[config.mk]
export PLATFORM = sky130hd
export DESIGN_NAME = websocket_frame_deframer_unmask_top
export DESIGN_NICKNAME = d
export VERILOG_FILES = /design/src/rtl/wsdf_pkg.sv /design/src/rtl/wsdf_in_reg.sv /design/src/rtl/wsdf_parser.sv /design/src/rtl/wsdf_out_reg.sv /design/src/rtl/websocket_frame_deframer_unmask_top.sv
export SDC_FILE = /design/constraint.sdc
export NUM_CORES = 1
export LEC_CHECK = 0
export ABC_AREA = 1
export BUFFER_PORTS_ARGS = -buffer_cell sky130_fd_sc_hd__buf_2
export CAP_MARGIN = 10
export CELL_PAD_IN_SITES_DETAIL_PLACEMENT = 1
export CELL_PAD_IN_SITES_GLOBAL_PLACEMENT = 2
export CORE_MARGIN = 1
export CORE_UTILIZATION = 37
export CTS_CLUSTER_DIAMETER = 200
export DETAILED_ROUTE_END_ITERATION = 8
export HOLD_SLACK_MARGIN = 0.1
export PLACE_DENSITY_LB_ADDON = 0.1
export SETUP_SLACK_MARGIN = 0.3
export SYNTH_ARGS = -nofsm -noshare
export SYNTH_HDL_FRONTEND = slang
export SYNTH_SLANG_ARGS = --single-unit
[constraint.sdc]
create_clock -name clk -period 15.8 [get_ports clk]
set_input_delay 0 -clock clk [delete_from_list [all_inputs] [get_ports clk]]
set_output_delay 0 -clock clk [all_outputs]
set_load 0.02 [all_outputs]
[src/rtl/wsdf_pkg.sv]
`default_nettype none

package wsdf_pkg;

  localparam int ByteW   = 8;
  localparam int KindW   = 2;
  localparam int OpcodeW = 4;
  localparam int LenW    = 64;
  localparam int KeyW    = 32;

  // packed widths on the stream ports
  localparam int OutDataBits = ByteW + 1 + OpcodeW + LenW;
  localparam int OutDataW    = ((OutDataBits + 7) / 8) * 8;

  localparam logic [KindW-1:0] KIND_PAYLOAD = 2'd0;
  localparam logic [KindW-1:0] KIND_HEADER  = 2'd1;
  localparam logic [KindW-1:0] KIND_ERROR   = 2'd2;

  typedef struct packed {
    logic [KindW-1:0]   kind;
    logic [ByteW-1:0]   payload_byte;
    logic               fin;
    logic [OpcodeW-1:0] opcode;
    logic [LenW-1:0]    payload_length;
    logic               last;
  } wsdf_result_t;

  typedef struct packed {
    logic             step;
    logic [ByteW-1:0] in_byte;
  } wsdf_item_t;

endpackage

`default_nettype wire

[src/rtl/wsdf_in_reg.sv]
`default_nettype none

module wsdf_in_reg (
  input  wire logic                     clk,
  input  wire logic                     rst,
  input  wire logic                     s_tvalid,
  output logic                          s_tready,
  input  wire logic [wsdf_pkg::ByteW-1:0] s_tdata,
  input  wire logic                     advance,
  output logic                          held,
  output wsdf_pkg::wsdf_item_t          item
);

  logic                     valid;
  logic [wsdf_pkg::ByteW-1:0] data;

  // a held byte that moves on frees the slot in the same cycle
  assign s_tready = !valid || advance;
  assign held     = valid;
  assign item.step    = valid && advance;
  assign item.in_byte = data;

  always_ff @(posedge clk) begin
    if (rst) begin
      valid <= 1'b0;
    end else if (s_tready) begin
      valid <= s_tvalid;
    end
  end

  always_ff @(posedge clk) begin
    if (s_tready && s_tvalid) begin
      data <= s_tdata;
    end
  end

endmodule

`default_nettype wire

[src/rtl/wsdf_parser.sv]
`default_nettype none

module wsdf_parser (
  input  wire logic                 clk,
  input  wire logic                 rst,
  input  wire wsdf_pkg::wsdf_item_t item,
  output logic                      res_valid,
  output wsdf_pkg::wsdf_result_t    res
);

  localparam logic [2:0] PH_HDR0    = 3'd0;
  localparam logic [2:0] PH_HDR1    = 3'd1;
  localparam logic [2:0] PH_EXT     = 3'd2;
  localparam logic [2:0] PH_KEY     = 3'd3;
  localparam logic [2:0] PH_PAYLOAD = 3'd4;
  localparam logic [2:0] PH_ERROR   = 3'd5;

  localparam logic [6:0] LEN_EXT16 = 7'd126;
  localparam logic [6:0] LEN_EXT64 = 7'd127;

  logic [2:0]                      phase, phase_next;
  logic [2:0]                      ext_byte_count, ext_byte_count_next;
  logic                            frame_fin, frame_fin_next;
  logic [wsdf_pkg::OpcodeW-1:0]    frame_opcode, frame_opcode_next;
  logic [wsdf_pkg::LenW-1:0]       frame_length, frame_length_next;
  logic [wsdf_pkg::LenW-1:0]       bytes_remaining, bytes_remaining_next;
  logic [wsdf_pkg::KeyW-1:0]       mask_key, mask_key_next;
  logic [1:0]                      key_index, key_index_next;

  logic [wsdf_pkg::ByteW-1:0] b;
  logic [6:0]                 len7;
  logic [wsdf_pkg::ByteW-1:0] key_byte;
  logic                       len_zero;
  logic                       rem_one;

  assign b        = item.in_byte;
  assign len7     = b[6:0];
  assign len_zero = (frame_length == '0);
  assign rem_one  = (bytes_remaining == wsdf_pkg::LenW'(1));

  // key bytes were shifted in first byte high
  always_comb begin
    unique case (key_index)
      2'd0:    key_byte = mask_key[31:24];
      2'd1:    key_byte = mask_key[23:16];
      2'd2:    key_byte = mask_key[15:8];
      default: key_byte = mask_key[7:0];
    endcase
  end

  always_comb begin
    phase_next           = phase;
    ext_byte_count_next  = ext_byte_count;
    frame_fin_next       = frame_fin;
    frame_opcode_next    = frame_opcode;
    frame_length_next    = frame_length;
    bytes_remaining_next = bytes_remaining;
    mask_key_next        = mask_key;
    key_index_next       = key_index;
    res_valid            = 1'b0;
    res.kind           = wsdf_pkg::KIND_PAYLOAD;
    res.payload_byte   = '0;
    res.fin            = frame_fin;
    res.opcode         = frame_opcode;
    res.payload_length = frame_length;
    res.last           = 1'b0;

    unique case (phase)
      PH_HDR1: begin
        if (!b[7]) begin
          phase_next         = PH_ERROR;
          res_valid          = item.step;
          res.kind           = wsdf_pkg::KIND_ERROR;
          res.payload_length = '0;
        end else begin
          mask_key_next  = '0;
          key_index_next = 2'd0;
          if (len7 == LEN_EXT16) begin
            frame_length_next   = '0;
            ext_byte_count_next = 3'd1;
            phase_next          = PH_EXT;
          end else if (len7 == LEN_EXT64) begin
            frame_length_next   = '0;
            ext_byte_count_next = 3'd7;
            phase_next          = PH_EXT;
          end else begin
            frame_length_next = {{(wsdf_pkg::LenW-7){1'b0}}, len7};
            phase_next        = PH_KEY;
          end
        end
      end
      PH_EXT: begin
        frame_length_next = {frame_length[wsdf_pkg::LenW-9:0], b};
        if (ext_byte_count == 3'd0) begin
          phase_next = PH_KEY;
        end else begin
          ext_byte_count_next = ext_byte_count - 3'd1;
        end
      end
      PH_KEY: begin
        mask_key_next = {mask_key[wsdf_pkg::KeyW-9:0], b};
        if (key_index != 2'd3) begin
          key_index_next = key_index + 2'd1;
        end else begin
          key_index_next       = 2'd0;
          bytes_remaining_next = frame_length;
          phase_next           = len_zero ? PH_HDR0 : PH_PAYLOAD;
          res_valid            = item.step;
          res.kind             = wsdf_pkg::KIND_HEADER;
          res.last             = len_zero;
        end
      end
      PH_PAYLOAD: begin
        key_index_next       = key_index + 2'd1;
        bytes_remaining_next = bytes_remaining - wsdf_pkg::LenW'(1);
        if (rem_one) begin
          phase_next = PH_HDR0;
        end
        res_valid        = item.step;
        res.payload_byte = b ^ key_byte;
        res.last         = rem_one;
      end
      PH_ERROR: begin
        // sticky until reset
      end
      default: begin
        frame_fin_next      = b[7];
        frame_opcode_next   = b[3:0];
        ext_byte_count_next = 3'd0;
        phase_next          = PH_HDR1;
      end
    endcase
  end

  always_ff @(posedge clk) begin
    if (rst) begin
      phase           <= PH_HDR0;
      ext_byte_count  <= '0;
      frame_fin       <= 1'b0;
      frame_opcode    <= '0;
      frame_length    <= '0;
      bytes_remaining <= '0;
      mask_key        <= '0;
      key_index       <= '0;
    end else if (item.step) begin
      phase           <= phase_next;
      ext_byte_count  <= ext_byte_count_next;
      frame_fin       <= frame_fin_next;
      frame_opcode    <= frame_opcode_next;
      frame_length    <= frame_length_next;
      bytes_remaining <= bytes_remaining_next;
      mask_key        <= mask_key_next;
      key_index       <= key_index_next;
    end
  end

endmodule

`default_nettype wire

[src/rtl/wsdf_out_reg.sv]
`default_nettype none

module wsdf_out_reg (
  input  wire logic                          clk,
  input  wire logic                          rst,
  input  wire logic                          res_valid,
  input  wire wsdf_pkg::wsdf_result_t        res,
  output logic                               slot_free,
  output logic                               m_tvalid,
  input  wire logic                          m_tready,
  output logic [wsdf_pkg::OutDataW-1:0]      m_tdata,
  output logic [wsdf_pkg::KindW-1:0]         m_tuser,
  output logic                               m_tlast
);

  logic                   valid;
  wsdf_pkg::wsdf_result_t held;

  assign slot_free = !valid || m_tready;
  assign m_tvalid  = valid;
  assign m_tuser   = held.kind;
  assign m_tlast   = held.last;
  assign m_tdata   = wsdf_pkg::OutDataW'({held.payload_length, held.opcode, held.fin,
                                          held.payload_byte});

  always_ff @(posedge clk) begin
    if (rst) begin
      valid <= 1'b0;
    end else if (slot_free) begin
      valid <= res_valid;
    end
  end

  always_ff @(posedge clk) begin
    if (slot_free && res_valid) begin
      held <= res;
    end
  end

endmodule

`default_nettype wire

[src/rtl/websocket_frame_deframer_unmask_top.sv]
// channel  dir  tdata (low bit up)                              tuser  tlast
// s_*      in   [7:0] in_byte                                   -      -
// m_*      out  [7:0] payload_byte, [8] fin, [12:9] opcode,     kind   last
//               [76:13] payload_length, [79:77] zero
// one byte per cycle sustained while m_* is not stalled; each result is registered at m_*
// the path is input register, one parse step on the frame state, output register
// rst is synchronous and returns the parser to the first header byte
// s_tready drops only while a held byte waits for a stalled m_* slot
// an unmasked frame gives one error request, then input bytes are dropped until rst
`default_nettype none

module websocket_frame_deframer_unmask_top (
  input  wire logic                          clk,
  input  wire logic                          rst,
  input  wire logic                          s_tvalid,
  output logic                               s_tready,
  input  wire logic [wsdf_pkg::ByteW-1:0]    s_tdata,   // [7:0] in_byte
  output logic                               m_tvalid,
  input  wire logic                          m_tready,
  output logic [wsdf_pkg::OutDataW-1:0]      m_tdata,   // payload_byte, fin, opcode, length
  output logic [wsdf_pkg::KindW-1:0]         m_tuser,   // [1:0] kind
  output logic                               m_tlast
);

  wsdf_pkg::wsdf_item_t   item;
  wsdf_pkg::wsdf_result_t res;
  logic                   res_valid;
  logic                   slot_free;
  logic                   held;

  wsdf_in_reg u_in (
    .clk      (clk),
    .rst      (rst),
    .s_tvalid (s_tvalid),
    .s_tready (s_tready),
    .s_tdata  (s_tdata),
    .advance  (slot_free),
    .held     (held),
    .item     (item)
  );

  wsdf_parser u_parse (
    .clk       (clk),
    .rst       (rst),
    .item      (item),
    .res_valid (res_valid),
    .res       (res)
  );

  wsdf_out_reg u_out (
    .clk       (clk),
    .rst       (rst),
    .res_valid (res_valid && held),
    .res       (res),
    .slot_free (slot_free),
    .m_tvalid  (m_tvalid),
    .m_tready  (m_tready),
    .m_tdata   (m_tdata),
    .m_tuser   (m_tuser),
    .m_tlast   (m_tlast)
  );

endmodule

`default_nettype wire

Word level (Yosys, flattened, before mapping)
Index checks and enable logic that the tools add are counted.
{"block": "op_classes", "add_sub_neg": 3, "eq_ne": 17, "muxes": 35, "bitwise_logic": 4, "reduce_logical": 24}
{"op": "two-way mux 64 bit", "count": 4}
{"op": "case mux 64 bit (2 select lines)", "count": 2}
{"op": "== test 64 x 1 -> 1 bit, second input constant", "count": 1}
{"op": "zero test 64 bit", "count": 1}
{"op": "case mux 32 bit (2 select lines)", "count": 1}
{"op": "subtractor 64 x 1 -> 64 bit, second input constant", "count": 1}
{"op": "two-way mux 32 bit", "count": 1}
{"op": "two-way mux 3 bit", "count": 10}
{"op": "case mux 8 bit (3 select lines)", "count": 1}
{"op": "case mux 3 bit (5 select lines)", "count": 1}
{"op": "== test 7 bit, second input constant", "count": 2}
{"op": "two-way mux 7 bit", "count": 2}
{"op": "AND reduction 3 bit", "count": 4}
{"op": "AND reduction 5 bit", "count": 2}
{"op": "case mux 3 bit (3 select lines)", "count": 1}
{"op": "!= test 2 bit, second input constant", "count": 4}
{"op": "XOR 8 bit", "count": 1}
{"op": "== test 3 x 2 -> 1 bit, second input constant", "count": 2}
{"op": "== test 3 bit, second input constant", "count": 2}
{"op": "two-way mux 2 bit", "count": 3}
{"op": "case mux 2 bit (3 select lines)", "count": 1}
{"op": "nonzero test 2 bit", "count": 3}
{"op": "two-way mux 1 bit", "count": 5}
{"op": "OR reduction 5 bit", "count": 1}
{"op": "19 further kinds", "count": 27}
{"block": "word_totals", "register_bits": 263, "inputBits": 12, "out_inout_bits": 85, "elab_cells": 100}

Logic depth before layout (Yosys ltp)
Gate-level depths: netlist (run 1).
{"block": "logic_depth", "word_depth": 7, "mapped_depth": 11, "mapped_depth_nobuf": 11}

Cells and area by module
A second synthesis (run 1) with hierarchy kept.
{"block": "hier_totals", "hier_cells": 1786, "area_unflattened_um2": 12784.8}
{"module": "wsdf_parser", "instances": 1, "cells_each": 1678, "area_each_um2": 10005.8, "seq_area_each_um2": 3463.3}
{"module": "wsdf_out_reg", "instances": 1, "cells_each": 90, "area_each_um2": 2476.1, "seq_area_each_um2": 2422.3}
{"module": "wsdf_in_reg", "instances": 1, "cells_each": 16, "area_each_um2": 295.3, "seq_area_each_um2": 260.2}
{"module": "websocket_frame_deframer_unmask_top", "instances": 1, "cells_each": 2, "area_each_um2": 7.5, "seq_area_each_um2": 0.0}

Worst setup path after synthesis (run 1)
OpenSTA, ideal clock, no wires.
{"block": "synth_timing", "path_type": "register to register", "startpoint": "register u_parse.phase[0]", "endpoint": "register u_out.held, in the netlist u_out.m_tdata[0], enable pin", "setup_ps": 631, "arrival_time_ps": 6562, "required_time_ps": 15169, "slack_ps": 8608, "stages_incl_launch_ff": 7, "n_path_buf": 0, "period_less_slack_ps": 7192, "path_cell_list": "dfxtp_1 > inv_1 > nor2_1 > nand2_1 > nor2_1 > inv_1 > o21ai_0"}
{"block": "synth_via", "elab_chain_len": 4, "elab_cells_between_ends": 6, "classes_between": "eq/ne: 3; mux: 1; reduce/logical: 2"}
{"item": "from (decl)", "line_no": "wsdf_parser.sv:21", "source": "logic [2:0] phase, phase_next;"}
{"item": "from (signal assigned)", "line_no": "wsdf_parser.sv:146", "source": "phase <= phase_next;"}
{"item": "== test 3 bit (tied with other cells)", "line_no": "wsdf_parser.sv:68", "source": "unique case (phase)"}
{"item": "case mux 1 bit (3 select lines) (*)", "line_no": "wsdf_parser.sv:68"}
{"item": "logical AND 1 bit (*)", "line_no": "websocket_frame_deframer_unmask_top.sv:53", "source": ".res_valid (res_valid && held),"}
{"item": "logical AND 1 bit (*)", "line_no": "wsdf_out_reg.sv:35", "source": "if (slot_free && res_valid) begin"}
{"item": "to (signal assigned)", "line_no": "wsdf_out_reg.sv:36", "source": "held <= res;"}
{"item": "to (decl)", "line_no": "wsdf_out_reg.sv:17", "source": "wsdf_pkg::wsdf_result_t held;"}
Every way passes the cells marked *; elsewhere a longest branch is shown, timed or not.
A chain may end at the register's enable or synchronous reset.

Worst setup path after layout (run 1)
{"block": "layout_timing", "startpoint": "register u_parse.phase[1]", "endpoint": "register u_parse.bytes_remaining[32] (netlist bit)"}
{"block": "layout_via", "elab_chain_len": 3, "elab_cells_between_ends": 6, "classes_between": "eq/ne: 3; mux: 1; reduce/logical: 2"}
{"item": "== test 3 x 2 -> 1 bit or == test 3 bit (tied branches)", "line_no": "wsdf_parser.sv:68"}
{"item": "!= test 2 bit (no line) or nonzero test 2 bit (tied branches)"}
{"item": "AND reduction 3 bit (no line)"}
{"item": "to (signal assigned)", "line_no": "wsdf_parser.sv:151", "source": "bytes_remaining <= bytes_remaining_next;"}
{"item": "to (decl)", "line_no": "wsdf_parser.sv:26", "source": "logic [wsdf_pkg::LenW-1:0] bytes_remaining, bytes_remaining_next;"}
Parallel ways exist; a longest one is shown, timed or not.

==> qor.yml, run 1 <==
status: "completed"
slew-limit-headroom_pct: 24.9
core_um2: 33800
cts_setup_buffers: 0
grt_util_met2_pct: 40.9
clkTransAtPathRegs_ns: 0.06
min_period_over_period_pct: 19.9
ys.warnings.count: 0
yosysSeqAreaShare_pct: 48.1
antenna_found_initial: 0
drtIter0Drc: 733
die_x_um: 188
yosysUniqueCellTypes: 38
use_met1_pct: 33.3
routed_via_density: 5.13
cp_slowest_cell: "o21ai_4"
grt_pass1_wl_mm: 68.2
finalWeightedCongestion: 0.846
drc: 0
ir_drop_v: 0.0000796
post_cts_resized: 0
nFillCells: 4248
max_stage_delay_ns: 0.68
critPathArrivalTime_ns: 3.56
grt_max_degree: 85
min_from: "s_tdata[4]"
crit_fanout: 71
crit_path_cell_trace: "nor2_1, nand2_2, buf_4, inv_2, o21ai_4, buf_4, a21oi_1, o21ai_0, a21oi_1"
grt_pass1_vias: 12123
cts_made_buffers: 31
fmax_mhz: 318
dieHeight_um: 188
final_cell_mix: "514 x nand2_1, 270 x nor2_1, 221 x a21oi_1"
leakage_nw: 6.16
first_pass_iters: 5
drive_gt1_share_pct: 9.44
clk_latency_ns: 0.59
antenna_left: 0
hpwlAfterDp_mm: 30.1
ys_ff_latch: 263
ff_latch_area_um2: 6150
critPathLaunchType: "flip-flop"
num_antenna_cells: 0
hold_path.class: "in -> reg"
synth_edf_count: 88
wl_per_cell_um: 18.6
multiInputGateArea_um2: 5760
clkSinkCount: 263
hold_buffers: 14
maxCapViolCount: 0
tightest_slew_ns: 1.13
grt_use_met3_pct: 2.73
period_needed_ns: 3.15
port_buffers: 93
globalRouteTotalUtil_pct: 24.5
path_class: "reg -> reg"
finalPower_w: 0.00149
overflow: 0
syn_avg_cell_area_um2: 7.21
fin_nets: 1861
postSynthCellCount: 1771
synth_ff_type: "dfxtp_1"
whs_ns: 0.123
cts_buffer_depth: 3
slew_violations: 0
crit_path_start: "u_parse.phase[1]$_SDFFE_PP0P_"
r2r-start: "u_parse.phase[1]$_SDFFE_PP0P_"
busiest_layer: "met2"
final-setup-viol-count: 0
ys_top_cells_by_area: "dfxtp_1 27%, edfxtp_1 21%, nand2_1 15%"
yosys.area.top_type: "dfxtp_1"
r2r_cells: 9
cp.required_ns: 16.21
areaGrowthSynthToFinish_pct: 15.1
fp-row-count: 67
syn_area_um2: 12800
tritoncts: "done"
power_density_nw_per_um2: 101
die_area_um2: 35300
layout_commonest_cell: "nand2_1"
setup_tns_ns: 0
netlist.area_leader.share_pct: 27.4
synth-async-reset-ratio_pct: 0
rsz0062_at_grt: "no"
h-tree-depth: 1
start_util_pct: 37.8
skew_ns: 0.0156
vias: 11877
cp-end-kind: "flip-flop"
io_pins: 97
hold_viol: 0
min_path_cells: 2
routed_wl_mm: 42.9
cts_root_buf: "clkbuf_16"
-- area by class of cell --
| type | instances | area share (%) |
|---|---|---|
| Sequential cell | 263 | 41.8 |
| Multi-Input combinational cell | 1278 | 39.2 |
| Clock buffer | 48 | 5.86 |
| Timing Repair Buffer | 115 | 4.55 |
| Inverter | 152 | 3.88 |
| Tap cell | 448 | 3.81 |
| Clock inverter | 9 | 0.928 |
-- per-layer routing --
| layer | vias to the layer above | part of all wire, % | wire length, µm |
|---|---|---|---|
| met1 | 5761 | 47 | 20300 |
| met2 | 184 | 47 | 20100 |
| met5 | - | 0 | 0 |
| met3 | 67 | 3.2 | 1390 |
| met4 | 0 | 2.7 | 1160 |
| li1 | 5865 | - | - |
-- through the flow --
| step | util, % | area, µm² | setup WS (ns) | std cells |
|---|---|---|---|---|
| detailed placement | 40.1 | 13600 | 12.56 | 2242 |
| floorplan | - | 12800 | 8.61 | 1773 |
| global route | 43.5 | 14700 | 12.36 | 2313 |
| global placement | 40.1 | 13600 | 12.76 | 2242 |
| finish | 43.5 | 14700 | 12.65 | 2313 |
| CTS | 43.5 | 14700 | 12.58 | 2313 |
-- cells in the mapped netlist, types with 7 or more instances --
cell,number
o22ai_1,15
inv_1,148
buf_2,30
nand3_1,84
dfxtp_1,175
nor2_2,10
nor2_4,8
a21oi_1,221
nand4_1,7
nor2_1,273
a22o_1,8
o21ai_0,71
nor3_1,9
edfxtp_1,88
buf_4,8
clkbuf_1,40
nand3b_1,7
nand2_1,515
a211oi_1,10
ha_1,8
-- final timing paths --
path,to,slack [ns]
min reg2reg,u_out.m_tdata[12]$_DFFE_PP_,0.43
max,u_parse.bytes_remaining[32]$_SDFFE_PP0P_,12.65
min,u_in.data[4]$_DFFE_PP_,0.12
max reg2reg,u_parse.bytes_remaining[32]$_SDFFE_PP0P_,12.65
-- critical path: cells and delay by family, from the launching register on --
| kind | cells | cell delay (ns) |
|---|---|---|
| buf+inv | 3 | 1.39 |
| compound gates | 4 | 1.02 |
| flops | 1 | 0.41 |
| simple gates | 2 | 0.12 |
-- registers in the layout, indices dropped and copies added, names as in the netlist, 3 cells and up --
| register | flops |
|---|---|
| u_in.data | 8 |
| u_out.m_tdata | 77 |
| u_parse.bytes_remaining | 64 |
| u_parse.ext_byte_count | 3 |
| u_parse.frame_length | 64 |
| u_parse.frame_opcode | 4 |
| u_parse.mask_key | 32 |
| u_parse.phase | 3 |
-- where the power goes --
part | total, W | internal [W] | switching (W)
logic | 0.0000629 | 0.0000160 | 0.0000469
registers | 0.000711 | 0.000704 | 0.00000647
clock network | 0.000716 | 0.000423 | 0.000293
-- kinds of logic after synthesis --
family,Yosys count,synth area share [%]
and+or+nand+nor,922,29.3
AOI/OAI and AO/OA,339,14.1
xor gates and xnor gates,6,0.411
buffers and inverters,232,7.35
DFF,263,48.1
adders and majority gates,8,0.784
other,1,0.0294
No activity file was read; power rests on OpenSTA's default activity.
==> inputs of run 2 (changes only) <==
--- a/config.mk
+++ b/config.mk
@@ -11,7 +11,7 @@
 export CELL_PAD_IN_SITES_DETAIL_PLACEMENT = 1
 export CELL_PAD_IN_SITES_GLOBAL_PLACEMENT = 2
 export CORE_MARGIN = 1
-export CORE_UTILIZATION = 37
+export CORE_UTILIZATION = 35
 export CTS_CLUSTER_DIAMETER = 200
 export DETAILED_ROUTE_END_ITERATION = 8
 export HOLD_SLACK_MARGIN = 0.1
==> constraint.sdc (replaced) <==
create_clock -name clk -period 3.1 [get_ports clk]
set_input_delay 0 -clock clk [delete_from_list [all_inputs] [get_ports clk]]
set_output_delay 0 -clock clk [all_outputs]
set_load 0.02 [all_outputs]
==> run 2 against run 1 <==
  * The flow now finishes with violations (DRC)
  * Sequential share of layout area is 0.28 points lower
  * Global-route usage is 0.42 points lower
  * Non-clock buffer count rose by 5
  * Via count down 0.88%
  * Design area rose by 0.68%
  * Register-to-register slack got worse by 12 ns
  * Largest cell class unchanged
  * Largest power group unchanged
  * Highest routed layer unchanged
==> qor.yml, run 2 (same netlist as run 1, synthesis figures left out) <==
slew-limit-headroom_pct: 40.1  # +15 points
cpMostUsedCell: "inv_1"
h-tree-depth: 1  # unchanged
routed_via_density: 5.05  # -1.6%
overflow: 0  # unchanged
setup_slack_ns: 0.606  # -12.05 ns
skew_ns: 0.0138  # -0.00176 ns
globalRouteTotalUtil_pct: 24.1  # -0.42 points
worst-path-buf-inv: 3  # unchanged
holdPathEnd: "u_in.data[5]$_DFFE_PP_"
tritoncts: "done"
r2r-start: "u_parse.phase[0]$_SDFFE_PP0P_"
min_period_over_period_pct: 80.5  # +61 points
finalWeightedCongestion: 0.893  # +5.6%
start_util_pct: 35.7  # -2.1 points
hold_viol: 0  # unchanged
antenna_found_initial: 0  # unchanged
drc: 8  # +8
grt_max_degree: 123  # +45%
antenna_left: 0  # unchanged
fin_nets: 1865  # +0.21%
routed_wl_mm: 44.0  # +2.5%
grt_pass1_vias: 11836  # -2.4%
maxCapViolCount: 0  # unchanged
crit_path_cell_trace: "inv_1, nor2_1, nand2_1, nor2_4, inv_1, o21ai_4, buf_4"
dpl_worst_slack_ns: 0.533  # -12.03 ns
final-setup-viol-count: 0  # unchanged
grt_pass1_wl_mm: 69.1  # +1.4%
path_class: "reg -> reg"
fp-row-count: 69  # +3.0%
hpwlAfterDp_mm: 31.0  # +3.1%
power_density_nw_per_um2: 515  # +410%
io_pins: 97  # unchanged
placed_cells: 2259  # +0.76%
p_switching_w: 0.00180  # +420%
dieHeight_um: 193  # +2.8%
r2r_cells: 7  # -2
p_int_w: 0.00582  # +410%
clk_latency_ns: 0.59  # about the same
clkSinkCount: 263  # unchanged
nFillCells: 4509  # +6.1%
tightest_slew_ns: 0.898  # -0.229 ns
status: "complete, but fails checks"
wl_per_cell_um: 18.9  # +1.7%
first_pass_iters: 7  # +2
die_x_um: 193  # +2.8%
cp_slowest_cell: "o21ai_4"
utilization_pct: 41.4  # -2.1 points
post_cts_resized: 0  # unchanged
cp.required_ns: 3.35  # -12.86 ns
ff_latch_area_um2: 6150  # unchanged
min_from: "s_tdata[5]"
vias: 11772  # -0.88%
r2r_end: "u_out.m_tdata[2]$_SDFFCE_PN0P_"
core_um2: 35700  # +5.8%
hold_path.class: "in -> reg"
die_area_um2: 37300  # +5.7%
areaGrowthSynthToFinish_pct: 15.8
multiInputGateArea_um2: 5740  # -0.24%
drtIter0Drc: 621  # -15%
violations: "DRC"
ir_drop_v: 0.000468  # +490%
cp-end-kind: "flip-flop"
critPathLaunchType: "flip-flop"
min_path_cells: 2  # unchanged
largest_reg_flops: 77  # unchanged
fin_cells: 2330  # +0.73%
drive_gt1_share_pct: 10.0  # +0.57 points
clkPwrFrac_pct: 48.1  # about the same
crit_fanout: 26  # -63%
fmax_mhz: 401  # +26%
period_needed_ns: 2.49  # -0.652 ns
cts_buffer_depth: 3  # unchanged
swShare_pct: 23.6  # +0.38 points
pwr-share-seq_pct: 47.5  # -0.2 points
layout_commonest_cell: "nand2_1"
crit_family: "compound AO/OA/AOI/OAI gates"
setup_tns_ns: 0  # unchanged
r2r_setup_slack_ns: 0.61  # -12.05 ns
slew_violations: 0  # unchanged
num_antenna_cells: 0  # unchanged
comb_power_share_pct: 4.3  # about the same
max_stage_delay_ns: 0.66  # -0.02 ns
cts_setup_buffers: 0  # unchanged
final_cell_mix: "514 x nand2_1, 270 x nor2_1, 221 x a21oi_1"
leakage_nw: 6.19  # +0.62%
cts_root_buf: "clkbuf_16"
clkTransAtPathRegs_ns: 0.06  # about the same
rsz0062_at_grt: "no"
critPathArrivalTime_ns: 2.74  # -0.82 ns
cts_made_buffers: 30  # -3.2%
port_buffers: 93  # unchanged
-- run 2: layout make-up --
cell class / instances / share of cell area (%)
Sequential cell: 263 / 41.5
Clock buffer: 42 / 5.72
Tap cell: 461 / 3.90
Timing Repair Buffer: 120 / 5.12
Multi-Input combinational cell: 1278 / 38.8
Clock inverter: 14 / 1.07
Inverter: 152 / 3.86
-- run 2: per-layer routing --
layer	part of all wire [%]	global-route usage [%]	up-vias
met2	48	40.9	161
met1	46	32.3	5679
li1	-	-	5873
met4	2.5	6.13	0
met3	3.3	3.08	59
met5	0	0	-
-- run 2: how the worst max path moves through the flow --
stage | from | end | slack [ns] | depth (start not counted)
6_report | u_parse.phase[0]$_SDFFE_PP0P_ | u_out.m_tdata[2]$_SDFFCE_PN0P_ | 0.61 | 7
5_1_grt | u_parse.phase[2]$_SDFFE_PP0P_ | u_parse.bytes_remaining[23]$_SDFFE_PP0P_ | 0.32 | 8
4_1_cts | u_parse.phase[0]$_SDFFE_PP0P_ | u_out.m_tdata[2]$_SDFFCE_PN0P_ | 0.53 | 7
3_5_place_dp | u_parse.phase[0]$_SDFFE_PP0P_ | u_out.m_tdata[5]$_SDFFCE_PN0P_ | 0.53 | 7
3_3_place_gp | u_parse.phase[2]$_SDFFE_PP0P_ | u_out.m_tdata[70]$_DFFE_PP_ | 0.66 | 6
2_1_floorplan | u_parse.phase[0]$_SDFFE_PP0P_ | u_out.m_tdata[0]$_SDFFCE_PN0P_ | 0.41 | 6
-- run 2: timing repair --
action                                  CTS  global route
endpoints found under the setup margin    0             0
endpoints found under the hold margin    56             0
hold buffers                             15             0
-- run 2: metrics by stage --
step / cell area (µm²) / hold slack, ns / power [W]
final: 14800 / 0.125 / 0.00762
after detailed placement: 13600 / 0.180 / 0.00402
after global placement: 13600 / 0.178 / 0.00401
after CTS: 14800 / 0.101 / 0.00772
after global routing: 14800 / 0.124 / 0.00786
after floorplan: 12800 / 0.0989 / 0.00390
-- run 2: power by group through the flow --
stage | sequential (W) | combinational [W] | clock (W)
after global routing | 0.00363 | 0.000367 | 0.00387
final | 0.00362 | 0.000330 | 0.00367
after global placement | 0.00370 | 0.000316 | 0
after CTS | 0.00362 | 0.000337 | 0.00376
after floorplan | 0.00370 | 0.000199 | 0
after detailed placement | 0.00370 | 0.000321 | 0
